**src/rtl/h2s_pkg.sv**
```systemverilog
// Package for the HTTP/2 stream state and flow-control block.
// Holds command codes, lifecycle states and fixed field widths; no dependencies.
package h2s_pkg;

  // Fixed field widths
  localparam int CMD_W    = 4;
  localparam int STATE_W  = 3;
  localparam int AMOUNT_W = 32;
  localparam int OUTWIN_W = 32;
  localparam int INITW_W  = 31;

  // Window math width: a 32-bit window plus the difference of a 32-bit amount and a window needs two guard bits
  localparam int CALC_W = AMOUNT_W + 2;

  // Initial window value after reset
  localparam logic [INITW_W-1:0] INIT_WIN_RST = INITW_W'(65535);

  typedef enum logic [CMD_W-1:0] {
    CMD_HDR_SENT    = 4'd0,
    CMD_HDR_RECV    = 4'd1,
    CMD_DATA_SENT   = 4'd2,
    CMD_DATA_RECV   = 4'd3,
    CMD_RST         = 4'd4,
    CMD_PUSH_SENT   = 4'd5,
    CMD_PUSH_RECV   = 4'd6,
    CMD_UPD_SEND    = 4'd7,
    CMD_UPD_RECV    = 4'd8,
    CMD_USE_SEND    = 4'd9,
    CMD_USE_RECV    = 4'd10,
    CMD_NEW_INITIAL = 4'd11,
    CMD_INIT        = 4'd12
  } cmd_t;

  typedef enum logic [STATE_W-1:0] {
    ST_IDLE       = 3'd0,
    ST_RES_LOCAL  = 3'd1,
    ST_RES_REMOTE = 3'd2,
    ST_OPEN       = 3'd3,
    ST_HC_LOCAL   = 3'd4,
    ST_HC_REMOTE  = 3'd5,
    ST_CLOSED     = 3'd6
  } state_t;

endpackage

```
**src/rtl/h2s_ifs.sv**
```systemverilog
// Valid/ready channel interfaces for stream events and stream results.
// Depends on h2s_pkg for field widths.
interface h2s_in_if;
  logic                              valid;
  logic                              ready;
  logic [h2s_pkg::CMD_W-1:0]         command;
  logic                              eos;
  logic signed [h2s_pkg::AMOUNT_W-1:0] amount;

  modport source (output valid, command, eos, amount, input ready);
  modport sink   (input valid, command, eos, amount, output ready);
endinterface

interface h2s_out_if;
  logic                                valid;
  logic                                ready;
  logic [h2s_pkg::STATE_W-1:0]         stream_state;
  logic signed [h2s_pkg::OUTWIN_W-1:0] send_window_out;
  logic signed [h2s_pkg::OUTWIN_W-1:0] recv_window_out;
  logic                                error;

  modport source (output valid, stream_state, send_window_out, recv_window_out, error,
                  input ready);
  modport sink   (input valid, stream_state, send_window_out, recv_window_out, error,
                  output ready);
endinterface

```
**src/rtl/http2_stream_state_flow_control.sv**
```systemverilog
// HTTP/2 stream lifecycle and flow-control windows, one result per event beat.
// The result beat follows its input beat in the next cycle. Throughput: one beat per cycle;
// the state update and the result register are written in the same single pass.
// A waiting result stalls input only when the result register is full and not taken.
// Reset (synchronous, rst_n low): state idle, windows and base at min(65535, window max),
// initial_window at 65535, no result pending.
module http2_stream_state_flow_control #(
  parameter int WINDOW_BITS = 32
) (
  input  logic                         clk,
  input  logic                         rst_n,
  h2s_in_if.sink                       in_ch,
  h2s_out_if.source                    out_ch,
  input  logic                         cfg_wr_en,
  input  logic [h2s_pkg::INITW_W-1:0]  cfg_wr_data
);

  localparam longint WMAX_L = (longint'(1) << (WINDOW_BITS - 1)) - 1;
  localparam longint RST_L  = (WMAX_L < 65535) ? WMAX_L : 65535;
  localparam logic signed [WINDOW_BITS-1:0] WIN_RST = WINDOW_BITS'(RST_L);

  h2s_pkg::state_t                      state_r, state_nxt;
  logic signed [WINDOW_BITS-1:0]        send_win_r, recv_win_r, base_win_r;
  logic signed [WINDOW_BITS-1:0]        send_nxt, recv_nxt, base_nxt;
  logic [h2s_pkg::INITW_W-1:0]          init_win_r;
  logic                                 flow_err;
  logic                                 out_valid_r;
  h2s_pkg::state_t                      res_state_r;
  logic signed [WINDOW_BITS-1:0]        res_send_r, res_recv_r;
  logic                                 res_err_r;
  h2s_pkg::cmd_t                        cmd;
  logic                                 accept;

  assign cmd          = h2s_pkg::cmd_t'(in_ch.command);
  assign in_ch.ready  = !out_valid_r || out_ch.ready;
  assign accept       = in_ch.valid && in_ch.ready;

  // Window arithmetic
  h2s_flow_unit #(.WINDOW_BITS(WINDOW_BITS)) u_flow (
    .cmd      (cmd),
    .amount   (in_ch.amount),
    .send_win (send_win_r),
    .recv_win (recv_win_r),
    .base_win (base_win_r),
    .init_win (init_win_r),
    .send_nxt (send_nxt),
    .recv_nxt (recv_nxt),
    .base_nxt (base_nxt),
    .err      (flow_err)
  );

  // Lifecycle next state
  always_comb begin
    state_nxt = state_r;
    case (cmd)
      h2s_pkg::CMD_HDR_SENT: begin
        if (state_r == h2s_pkg::ST_IDLE || state_r == h2s_pkg::ST_RES_LOCAL)
          state_nxt = in_ch.eos ? h2s_pkg::ST_HC_LOCAL : h2s_pkg::ST_OPEN;
        else if (state_r == h2s_pkg::ST_OPEN && in_ch.eos)
          state_nxt = h2s_pkg::ST_HC_LOCAL;
        else if (state_r == h2s_pkg::ST_HC_REMOTE && in_ch.eos)
          state_nxt = h2s_pkg::ST_CLOSED;
      end
      h2s_pkg::CMD_HDR_RECV: begin
        if (state_r == h2s_pkg::ST_IDLE || state_r == h2s_pkg::ST_RES_REMOTE)
          state_nxt = in_ch.eos ? h2s_pkg::ST_HC_REMOTE : h2s_pkg::ST_OPEN;
        else if (state_r == h2s_pkg::ST_OPEN && in_ch.eos)
          state_nxt = h2s_pkg::ST_HC_REMOTE;
        else if (state_r == h2s_pkg::ST_HC_LOCAL && in_ch.eos)
          state_nxt = h2s_pkg::ST_CLOSED;
      end
      h2s_pkg::CMD_DATA_SENT: begin
        if (state_r == h2s_pkg::ST_OPEN && in_ch.eos)
          state_nxt = h2s_pkg::ST_HC_LOCAL;
        else if (state_r == h2s_pkg::ST_HC_REMOTE && in_ch.eos)
          state_nxt = h2s_pkg::ST_CLOSED;
      end
      h2s_pkg::CMD_DATA_RECV: begin
        if (state_r == h2s_pkg::ST_OPEN && in_ch.eos)
          state_nxt = h2s_pkg::ST_HC_REMOTE;
        else if (state_r == h2s_pkg::ST_HC_LOCAL && in_ch.eos)
          state_nxt = h2s_pkg::ST_CLOSED;
      end
      h2s_pkg::CMD_RST: state_nxt = h2s_pkg::ST_CLOSED;
      h2s_pkg::CMD_PUSH_SENT: begin
        if (state_r == h2s_pkg::ST_IDLE) state_nxt = h2s_pkg::ST_RES_LOCAL;
      end
      h2s_pkg::CMD_PUSH_RECV: begin
        if (state_r == h2s_pkg::ST_IDLE) state_nxt = h2s_pkg::ST_RES_REMOTE;
      end
      h2s_pkg::CMD_INIT: state_nxt = h2s_pkg::ST_IDLE;
      default: begin
      end
    endcase
  end

  // Hold the configured initial window
  always_ff @(posedge clk) begin
    if (!rst_n) begin
      init_win_r <= h2s_pkg::INIT_WIN_RST;
    end else if (cfg_wr_en) begin
      init_win_r <= cfg_wr_data;
    end
  end

  // Advance stream state on each accepted beat
  always_ff @(posedge clk) begin
    if (!rst_n) begin
      state_r    <= h2s_pkg::ST_IDLE;
      send_win_r <= WIN_RST;
      recv_win_r <= WIN_RST;
      base_win_r <= WIN_RST;
    end else if (accept) begin
      state_r    <= state_nxt;
      send_win_r <= send_nxt;
      recv_win_r <= recv_nxt;
      base_win_r <= base_nxt;
    end
  end

  // Result register: load on accept, drop once taken
  always_ff @(posedge clk) begin
    if (!rst_n) begin
      out_valid_r <= 1'b0;
    end else if (accept) begin
      out_valid_r <= 1'b1;
    end else if (out_ch.ready) begin
      out_valid_r <= 1'b0;
    end
  end

  always_ff @(posedge clk) begin
    if (accept) begin
      res_state_r <= state_nxt;
      res_send_r  <= send_nxt;
      res_recv_r  <= recv_nxt;
      res_err_r   <= flow_err;
    end
  end

  // Drive the result beat, windows sign-extended
  always_comb begin
    out_ch.valid           = out_valid_r;
    out_ch.stream_state    = res_state_r;
    out_ch.send_window_out = h2s_pkg::OUTWIN_W'(res_send_r);
    out_ch.recv_window_out = h2s_pkg::OUTWIN_W'(res_recv_r);
    out_ch.error           = res_err_r;
  end

endmodule

```
**src/rtl/h2s_flow_unit.sv**
```systemverilog
// Flow-control window arithmetic: next send, receive and base windows plus error.
// Combinational; depends on h2s_pkg.
module h2s_flow_unit #(
  parameter int WINDOW_BITS = 32
) (
  input  h2s_pkg::cmd_t                       cmd,
  input  logic signed [h2s_pkg::AMOUNT_W-1:0] amount,
  input  logic signed [WINDOW_BITS-1:0]       send_win,
  input  logic signed [WINDOW_BITS-1:0]       recv_win,
  input  logic signed [WINDOW_BITS-1:0]       base_win,
  input  logic [h2s_pkg::INITW_W-1:0]         init_win,
  output logic signed [WINDOW_BITS-1:0]       send_nxt,
  output logic signed [WINDOW_BITS-1:0]       recv_nxt,
  output logic signed [WINDOW_BITS-1:0]       base_nxt,
  output logic                                err
);

  localparam int CW = h2s_pkg::CALC_W;
  localparam longint WMAX_L = (longint'(1) << (WINDOW_BITS - 1)) - 1;
  localparam logic signed [CW-1:0] WMAX_X = CW'(WMAX_L);
  localparam logic signed [CW-1:0] WMIN_X = CW'(-WMAX_L - 1);

  logic signed [CW-1:0] amt_x, sw_x, rw_x, bw_x, init_x, init_sat;
  logic signed [CW-1:0] send_add, recv_add, send_sub, recv_sub, diff, set_sum;
  logic                 amt_neg, amt_nonpos, diff_neg, diff_pos;

  // Widen all operands so no sum can wrap
  assign amt_x  = CW'(amount);
  assign sw_x   = CW'(send_win);
  assign rw_x   = CW'(recv_win);
  assign bw_x   = CW'(base_win);
  assign init_x = signed'(CW'(init_win));

  assign send_add = sw_x + amt_x;
  assign recv_add = rw_x + amt_x;
  assign send_sub = sw_x - amt_x;
  assign recv_sub = rw_x - amt_x;
  assign diff     = amt_x - bw_x;
  assign set_sum  = sw_x + diff;
  assign init_sat = (init_x > WMAX_X) ? WMAX_X : init_x;

  assign amt_neg    = amt_x[CW-1];
  assign amt_nonpos = amt_neg || (amt_x == '0);
  assign diff_neg   = diff[CW-1];
  assign diff_pos   = !diff_neg && (diff != '0);

  // Select the window update for this command
  always_comb begin
    send_nxt = send_win;
    recv_nxt = recv_win;
    base_nxt = base_win;
    err      = 1'b0;
    case (cmd)
      h2s_pkg::CMD_UPD_SEND: begin
        if (amt_nonpos || (send_add > WMAX_X)) err = 1'b1;
        else send_nxt = send_add[WINDOW_BITS-1:0];
      end
      h2s_pkg::CMD_UPD_RECV: begin
        if (amt_nonpos || (recv_add > WMAX_X)) err = 1'b1;
        else recv_nxt = recv_add[WINDOW_BITS-1:0];
      end
      h2s_pkg::CMD_USE_SEND: begin
        if (amt_neg || (amt_x > sw_x)) err = 1'b1;
        else send_nxt = send_sub[WINDOW_BITS-1:0];
      end
      h2s_pkg::CMD_USE_RECV: begin
        if (amt_neg || (amt_x > rw_x)) err = 1'b1;
        else recv_nxt = recv_sub[WINDOW_BITS-1:0];
      end
      h2s_pkg::CMD_NEW_INITIAL: begin
        if (amt_neg || (amt_x > WMAX_X)) begin
          err = 1'b1;
        end else begin
          // Shift the send window by the change in initial size
          if (diff_pos) begin
            if (set_sum > WMAX_X) err = 1'b1;
            else send_nxt = set_sum[WINDOW_BITS-1:0];
          end else if (diff_neg) begin
            if (set_sum < WMIN_X) begin
              send_nxt = WMIN_X[WINDOW_BITS-1:0];
              err      = 1'b1;
            end else begin
              send_nxt = set_sum[WINDOW_BITS-1:0];
            end
          end
          base_nxt = amt_x[WINDOW_BITS-1:0];
        end
      end
      h2s_pkg::CMD_INIT: begin
        send_nxt = init_sat[WINDOW_BITS-1:0];
        recv_nxt = init_sat[WINDOW_BITS-1:0];
        base_nxt = init_sat[WINDOW_BITS-1:0];
      end
      default: begin
      end
    endcase
  end

endmodule
```
**src/flat_wrapper.sv**
```systemverilog
// flat-port wrapper written by rule: the top's interface ports become plain ports
module http2_stream_state_flow_control_flat 
#(
  parameter int WINDOW_BITS = 32
)
  (clk, rst_n, cfg_wr_en, cfg_wr_data, in_ch_valid, in_ch_command, in_ch_eos, in_ch_amount, in_ch_ready, out_ch_valid, out_ch_stream_state, out_ch_send_window_out, out_ch_recv_window_out, out_ch_error, out_ch_ready);
  h2s_in_if in_ch_i ();
  h2s_out_if out_ch_i ();
  input  logic clk;
  input  logic rst_n;
  input  logic cfg_wr_en;
  input  logic [h2s_pkg::INITW_W-1:0] cfg_wr_data;
  input wire logic [$bits(in_ch_i.valid)-1:0] in_ch_valid;
  input wire logic [$bits(in_ch_i.command)-1:0] in_ch_command;
  input wire logic [$bits(in_ch_i.eos)-1:0] in_ch_eos;
  input wire logic [$bits(in_ch_i.amount)-1:0] in_ch_amount;
  output wire logic [$bits(in_ch_i.ready)-1:0] in_ch_ready;
  output wire logic [$bits(out_ch_i.valid)-1:0] out_ch_valid;
  output wire logic [$bits(out_ch_i.stream_state)-1:0] out_ch_stream_state;
  output wire logic [$bits(out_ch_i.send_window_out)-1:0] out_ch_send_window_out;
  output wire logic [$bits(out_ch_i.recv_window_out)-1:0] out_ch_recv_window_out;
  output wire logic [$bits(out_ch_i.error)-1:0] out_ch_error;
  input wire logic [$bits(out_ch_i.ready)-1:0] out_ch_ready;
  assign in_ch_i.valid = in_ch_valid;
  assign in_ch_i.command = in_ch_command;
  assign in_ch_i.eos = in_ch_eos;
  assign in_ch_i.amount = in_ch_amount;
  assign in_ch_ready = in_ch_i.ready;
  assign out_ch_valid = out_ch_i.valid;
  assign out_ch_stream_state = out_ch_i.stream_state;
  assign out_ch_send_window_out = out_ch_i.send_window_out;
  assign out_ch_recv_window_out = out_ch_i.recv_window_out;
  assign out_ch_error = out_ch_i.error;
  assign out_ch_i.ready = out_ch_ready;
  http2_stream_state_flow_control #(.WINDOW_BITS(WINDOW_BITS)) u_core (.clk(clk), .rst_n(rst_n), .in_ch(in_ch_i), .out_ch(out_ch_i), .cfg_wr_en(cfg_wr_en), .cfg_wr_data(cfg_wr_data));
endmodule
```
**config.mk**
```make
export PLATFORM = sky130hd
export DESIGN_NAME = http2_stream_state_flow_control_flat
export DESIGN_NICKNAME = d
export VERILOG_FILES = /design/src/rtl/h2s_pkg.sv /design/src/rtl/h2s_ifs.sv /design/src/rtl/http2_stream_state_flow_control.sv /design/src/rtl/h2s_flow_unit.sv /design/src/flat_wrapper.sv
export SDC_FILE = /design/constraint.sdc
export NUM_CORES = 1
export LEC_CHECK = 0
export BUFFER_PORTS_ARGS = -buffer_cell sky130_fd_sc_hd__buf_2
export CORE_MARGIN = 8
export CORE_UTILIZATION = 57
export DETAILED_ROUTE_END_ITERATION = 16
export GPL_TIMING_DRIVEN = 1
export PLACE_DENSITY = 0.79
export SLEW_MARGIN = 25
export SYNTH_ARGS = -nofsm -noshare
export SYNTH_HDL_FRONTEND = slang
export SYNTH_HIERARCHICAL = 1
export SYNTH_SLANG_ARGS = --single-unit
```
**constraint.sdc**
```tcl
create_clock -name clk -period 6.8 [get_ports clk]
set_input_delay 1.02 -clock clk [delete_from_list [all_inputs] [get_ports clk]]
set_output_delay 1.02 -clock clk [all_outputs]
set_load 0.01 [all_outputs]
```
==> impl.org <==
** Clock network
- Buffers inserted during clock tree synthesis total 17.
- CTS tree :: done
- The clock passes through at most 2 buffers.
- Max H-tree Level :: 4
- Hold repair after CTS inserted 0 buffers.
- Root Buffer Master :: sky130_fd_sc_hd__clkbuf_16
- The clock reaches the later pin of the worst-skew pair after 0.48 ns.
- Buffers added to address setup during post-CTS repair amount to 0.
- CTS sink count :: 199
- After clock tree synthesis, the clock-pin slew on the worst setup and hold paths is 0.08 ns.
- Gates resized during post-CTS repair numbered 0.

** Drt
- Via total after detailed routing :: 20800
- For this block, the routed nets add up to 76.1 mm of wire.
- Via-per-instance ratio :: 6.57
- Highest metal used :: met4
- Detailed routing placed a total of 34.8 mm of wire on met2.
- In the routed design, unresolved DRC markers number 0.
- Antenna Violating Nets Remaining :: 0
- For this block, wires on met1 add up to 29.4 mm.
- The routed design uses 6.08 mm of met3 wire.
- The first TritonRoute pass finished after 8 iterations.
- Starting DRT DRC Count :: 2020
- Wirelength per Cell :: 24.1 um

** Cells and area
- For this run, the share of the core covered by cells in the final layout is 0.639.
- Area Growth Syn to Fin :: 10.8%
- Final-stage net count :: 2966
- Post-route insts no fill :: 3164
- In the final layout, the share of cells above drive strength 1 is 0.126.
- Summing all non-filler instances in the final layout gives an area of 22000 um^2.
- Count of filler cells inserted in the layout :: 3112

** Worst hold path
- Type of the worst min-delay path :: reg2reg

** Synthesis
- Post-Syn Nets :: 2845
- After synthesis, the share of cell area in mux cells is 0.0232.
- Ranked by total cell area, the synthesized netlist is headed by sky130_fd_sc_hd__dfxtp_1 13%, sky130_fd_sc_hd__ha_1 12%, sky130_fd_sc_hd__edfxtp_1 10%.
- Simple logic cell fraction of the synthesized area :: 0.209
- Of the post-synthesis cell area, the dominant cell type holds 0.132.
- Seq cells post-synth :: 199
- Of the total synthesized cell area, the portion taken by XOR and XNOR cells is 0.0565.
- Dominant synthesized flop cell :: sky130_fd_sc_hd__dfxtp_1
- Post-synth cell types :: 109
- After synthesis, the largest family of logic cells by area is compound AO/OA/AOI/OAI gates.
- Sequential share of the synthesized area :: 0.235
- The synthesized design contains 68 enable-type register cells.
- Total of warnings raised by yosys :: 6
- The fraction of the mapped netlist area in compound gates was 0.285.
- The cell area that synthesis handed to floorplanning was 19800 um^2.
- For this run, asynchronously set or reset flops after synthesis account for 0.
- After synthesis, the mean cell area works out to 7.71 um^2.
- Of the total synthesized cell area, the portion taken by full adders, half adders and majority gates is 0.128.
- Cell count after synthesis :: 2573
- Summed over all instances, the cell type with the most area after synthesis is sky130_fd_sc_hd__dfxtp_1.

** Setup path
- The worst setup path is launched from an input port.
- Classification of the worst setup path :: in2reg
- Delay of the slowest cell on the worst path :: 0.52 ns
- STA puts the critical path data required time at 7.14 ns.
- Crit path DAT :: 6.69 ns
- In this run the worst path has a maximum fanout of 4.
- On the critical path, the stage with the largest delay is an instance of sky130_fd_sc_hd__or4b_1.
- STA classifies the critical path endpoint as a register.
- Number of buffers and inverters on the critical path :: 5
- In this design, the largest share of critical-path delay is due to compound AO/OA/AOI/OAI gates.

** Timing
- Number of slew-limit violations in the final report :: 0
- Max_slew headroom :: 0.295
- For the final database, setup skew stands at 0.0151 ns.
- Tmin final :: 6.36 ns
- Highest clock rate :: 0.157 GHz
- Setup repair after global routing left no endpoint under its margin.
- Final cycle utilization of the critical path :: 0.935
- At the pin with the least slew margin, the transition time is 1.06 ns.
- Final setup violation count :: 0
- The number of hold violations in the final report was 0.
- After routing, the total negative slack on setup checks comes to 0 ns.

** Pwr
- Power per unit of standard cell area :: 195 nW/um^2
- The worst-case IR drop observed on VDD is 0.000177 V.
- For this design the static power due to leakage is 9.60 nW.

** Floorplan
- 143 I/O pins were placed.
- The die covers 41000 um^2.
- Starting density of the core :: 0.577
- Die Span X :: 202 um
- The die is 202 um tall.
- Row Count :: 68
- Area inside the core boundary :: 34400 um^2

** Placement
- Buffers placed on the I/O ports in this run total 142.
- Detailed placement finished with a half-perimeter wire length of 59.1 mm.
- Cell Area, Placed :: 21300 um^2
- Weighted congestion reported at the end of routability-driven placement :: 1.00
- Counting tap cells, the placed design contains a total of 3129 instances.

** Global routing
- The number of global-route vias before repair came to 20100.
- The initial antenna violation count came to 1.
- Total track usage :: 0.360
- After global routing the overflow that remains totals 0.
- Entering global routing, the biggest net connects 86 pins.
- The first global-routing pass estimated 116 mm of wire.

** Run status
- The flow ran to the end, and the final reports show no timing, DRC or antenna violations.

** Job
- Maximum Capacitance Violations :: 0
[report_power, final]
group          switching, mW  leakage (nW)  internal [mW]
registers             0.0767          1.73           1.32
logic                   1.10          7.58          0.692
clock network          0.571         0.291          0.531
total                   1.74          9.60           2.55
[worst min-delay path, cell delays in order, from the launching register on]
cell                      delay, ns
sky130_fd_sc_hd__dfxtp_1       0.33
sky130_fd_sc_hd__nand2_1       0.05
sky130_fd_sc_hd__a21oi_1       0.05
[stage by stage]
step	setup WS [ns]	total power, mW	hold WS (ns)
after detailed placement	-0.151	3.16	0.463
after global routing	0.0293	4.51	0.496
after global placement	-0.0111	3.13	0.443
after CTS	0.307	4.25	0.476
after floorplan	0.357	2.63	0.433
final	0.444	4.29	0.476
[cell usage after synthesis, drive strengths merged (49+ instances only)]
master	n
inv	153
a21oi	247
nand2	379
buf	50
a21o	49
nand3	95
xnor2	92
nor2	188
clkbuf	96
o21ai	111
edfxtp	68
ha	193
dfxtp	131
[placed cells by master, fill, tap and decap left out, types with 12 or more instances in the layout]
| cell type | n |
|---|---|
| sky130_fd_sc_hd__a211oi_1 | 21 |
| sky130_fd_sc_hd__a21o_1 | 49 |
| sky130_fd_sc_hd__a21oi_1 | 243 |
| sky130_fd_sc_hd__a221o_1 | 43 |
| sky130_fd_sc_hd__a22oi_1 | 19 |
| sky130_fd_sc_hd__a31oi_1 | 23 |
| sky130_fd_sc_hd__and2_1 | 12 |
| sky130_fd_sc_hd__buf_2 | 142 |
| sky130_fd_sc_hd__buf_4 | 101 |
| sky130_fd_sc_hd__clkbuf_16 | 17 |
| sky130_fd_sc_hd__dfxtp_1 | 131 |
| sky130_fd_sc_hd__edfxtp_1 | 68 |
| sky130_fd_sc_hd__ha_1 | 193 |
| sky130_fd_sc_hd__inv_1 | 151 |
| sky130_fd_sc_hd__mux2i_1 | 46 |
| sky130_fd_sc_hd__nand2_1 | 378 |
| sky130_fd_sc_hd__nand2b_1 | 28 |
| sky130_fd_sc_hd__nand3_1 | 95 |
| sky130_fd_sc_hd__nand4_1 | 18 |
| sky130_fd_sc_hd__nor2_1 | 185 |
| sky130_fd_sc_hd__nor2b_1 | 37 |
| sky130_fd_sc_hd__nor3_1 | 32 |
| sky130_fd_sc_hd__nor4_1 | 24 |
| sky130_fd_sc_hd__o211ai_1 | 40 |
| sky130_fd_sc_hd__o21a_1 | 20 |
| sky130_fd_sc_hd__o21ai_0 | 99 |
| sky130_fd_sc_hd__o21bai_1 | 39 |
| sky130_fd_sc_hd__o221ai_1 | 13 |
| sky130_fd_sc_hd__o22ai_1 | 19 |
| sky130_fd_sc_hd__o31ai_1 | 16 |
| sky130_fd_sc_hd__or3_1 | 19 |
| sky130_fd_sc_hd__xnor2_1 | 92 |
| sky130_fd_sc_hd__xor2_1 | 36 |
[metal layers]
| metal | up-vias | GRT usage |
|---|---|---|
| li1 | 9610 | - |
| met1 | 9817 | 0.422 |
| met2 | 1069 | 0.589 |
| met3 | 282 | 0.0677 |
| met4 | 0 | 0.255 |
| met5 | - | 0 |
[registers in the layout, indices dropped and copies added, names as in the netlist]
signal,cells
u_core/out_ch.recv_window_out,32
u_core/out_ch.error,1
u_core/send_win_r,32
u_core/recv_win_r,32
u_core/state_r,3
u_core/init_win_r,31
u_core/out_ch.send_window_out,32
u_core/out_ch.valid,1
u_core/base_win_r,32
u_core/out_ch.stream_state,3
[final timing paths]
kind	startpoint	to	slack, ns	cells past startpoint
max reg2reg	u_core/base_win_r[10]	u_core/send_win_r[15]	0.76	25
min reg2reg	u_core/base_win_r[29]	u_core/base_win_r[29]	0.48	2
max	in_ch_amount[0]	u_core/send_win_r[22]	0.44	29
min	u_core/base_win_r[29]	u_core/base_win_r[29]	0.48	2
[cell type report]
type                       count  area [um^2]  area share
antenna                        2         5.00    0.000228
clock buffer                  17          425      0.0194
clock inverter                15          185     0.00843
inverter                     155          587      0.0267
multi-input combinational   2073        14000       0.635
sequential                   199         4660       0.212
tap                          455          569      0.0259
timing repair buffer         248         1580      0.0718
[cell families after synthesis]
family                   Yosys count
flip-flops                       199
multiplexers                      46
XOR/XNOR                         128
AO/OA/AOI/OAI                    805
buffers and inverters            301
adder cells (fa/ha/maj)          199
AND/OR/NAND/NOR                  895
Note: power is estimated with default switching activity, not from simulation.
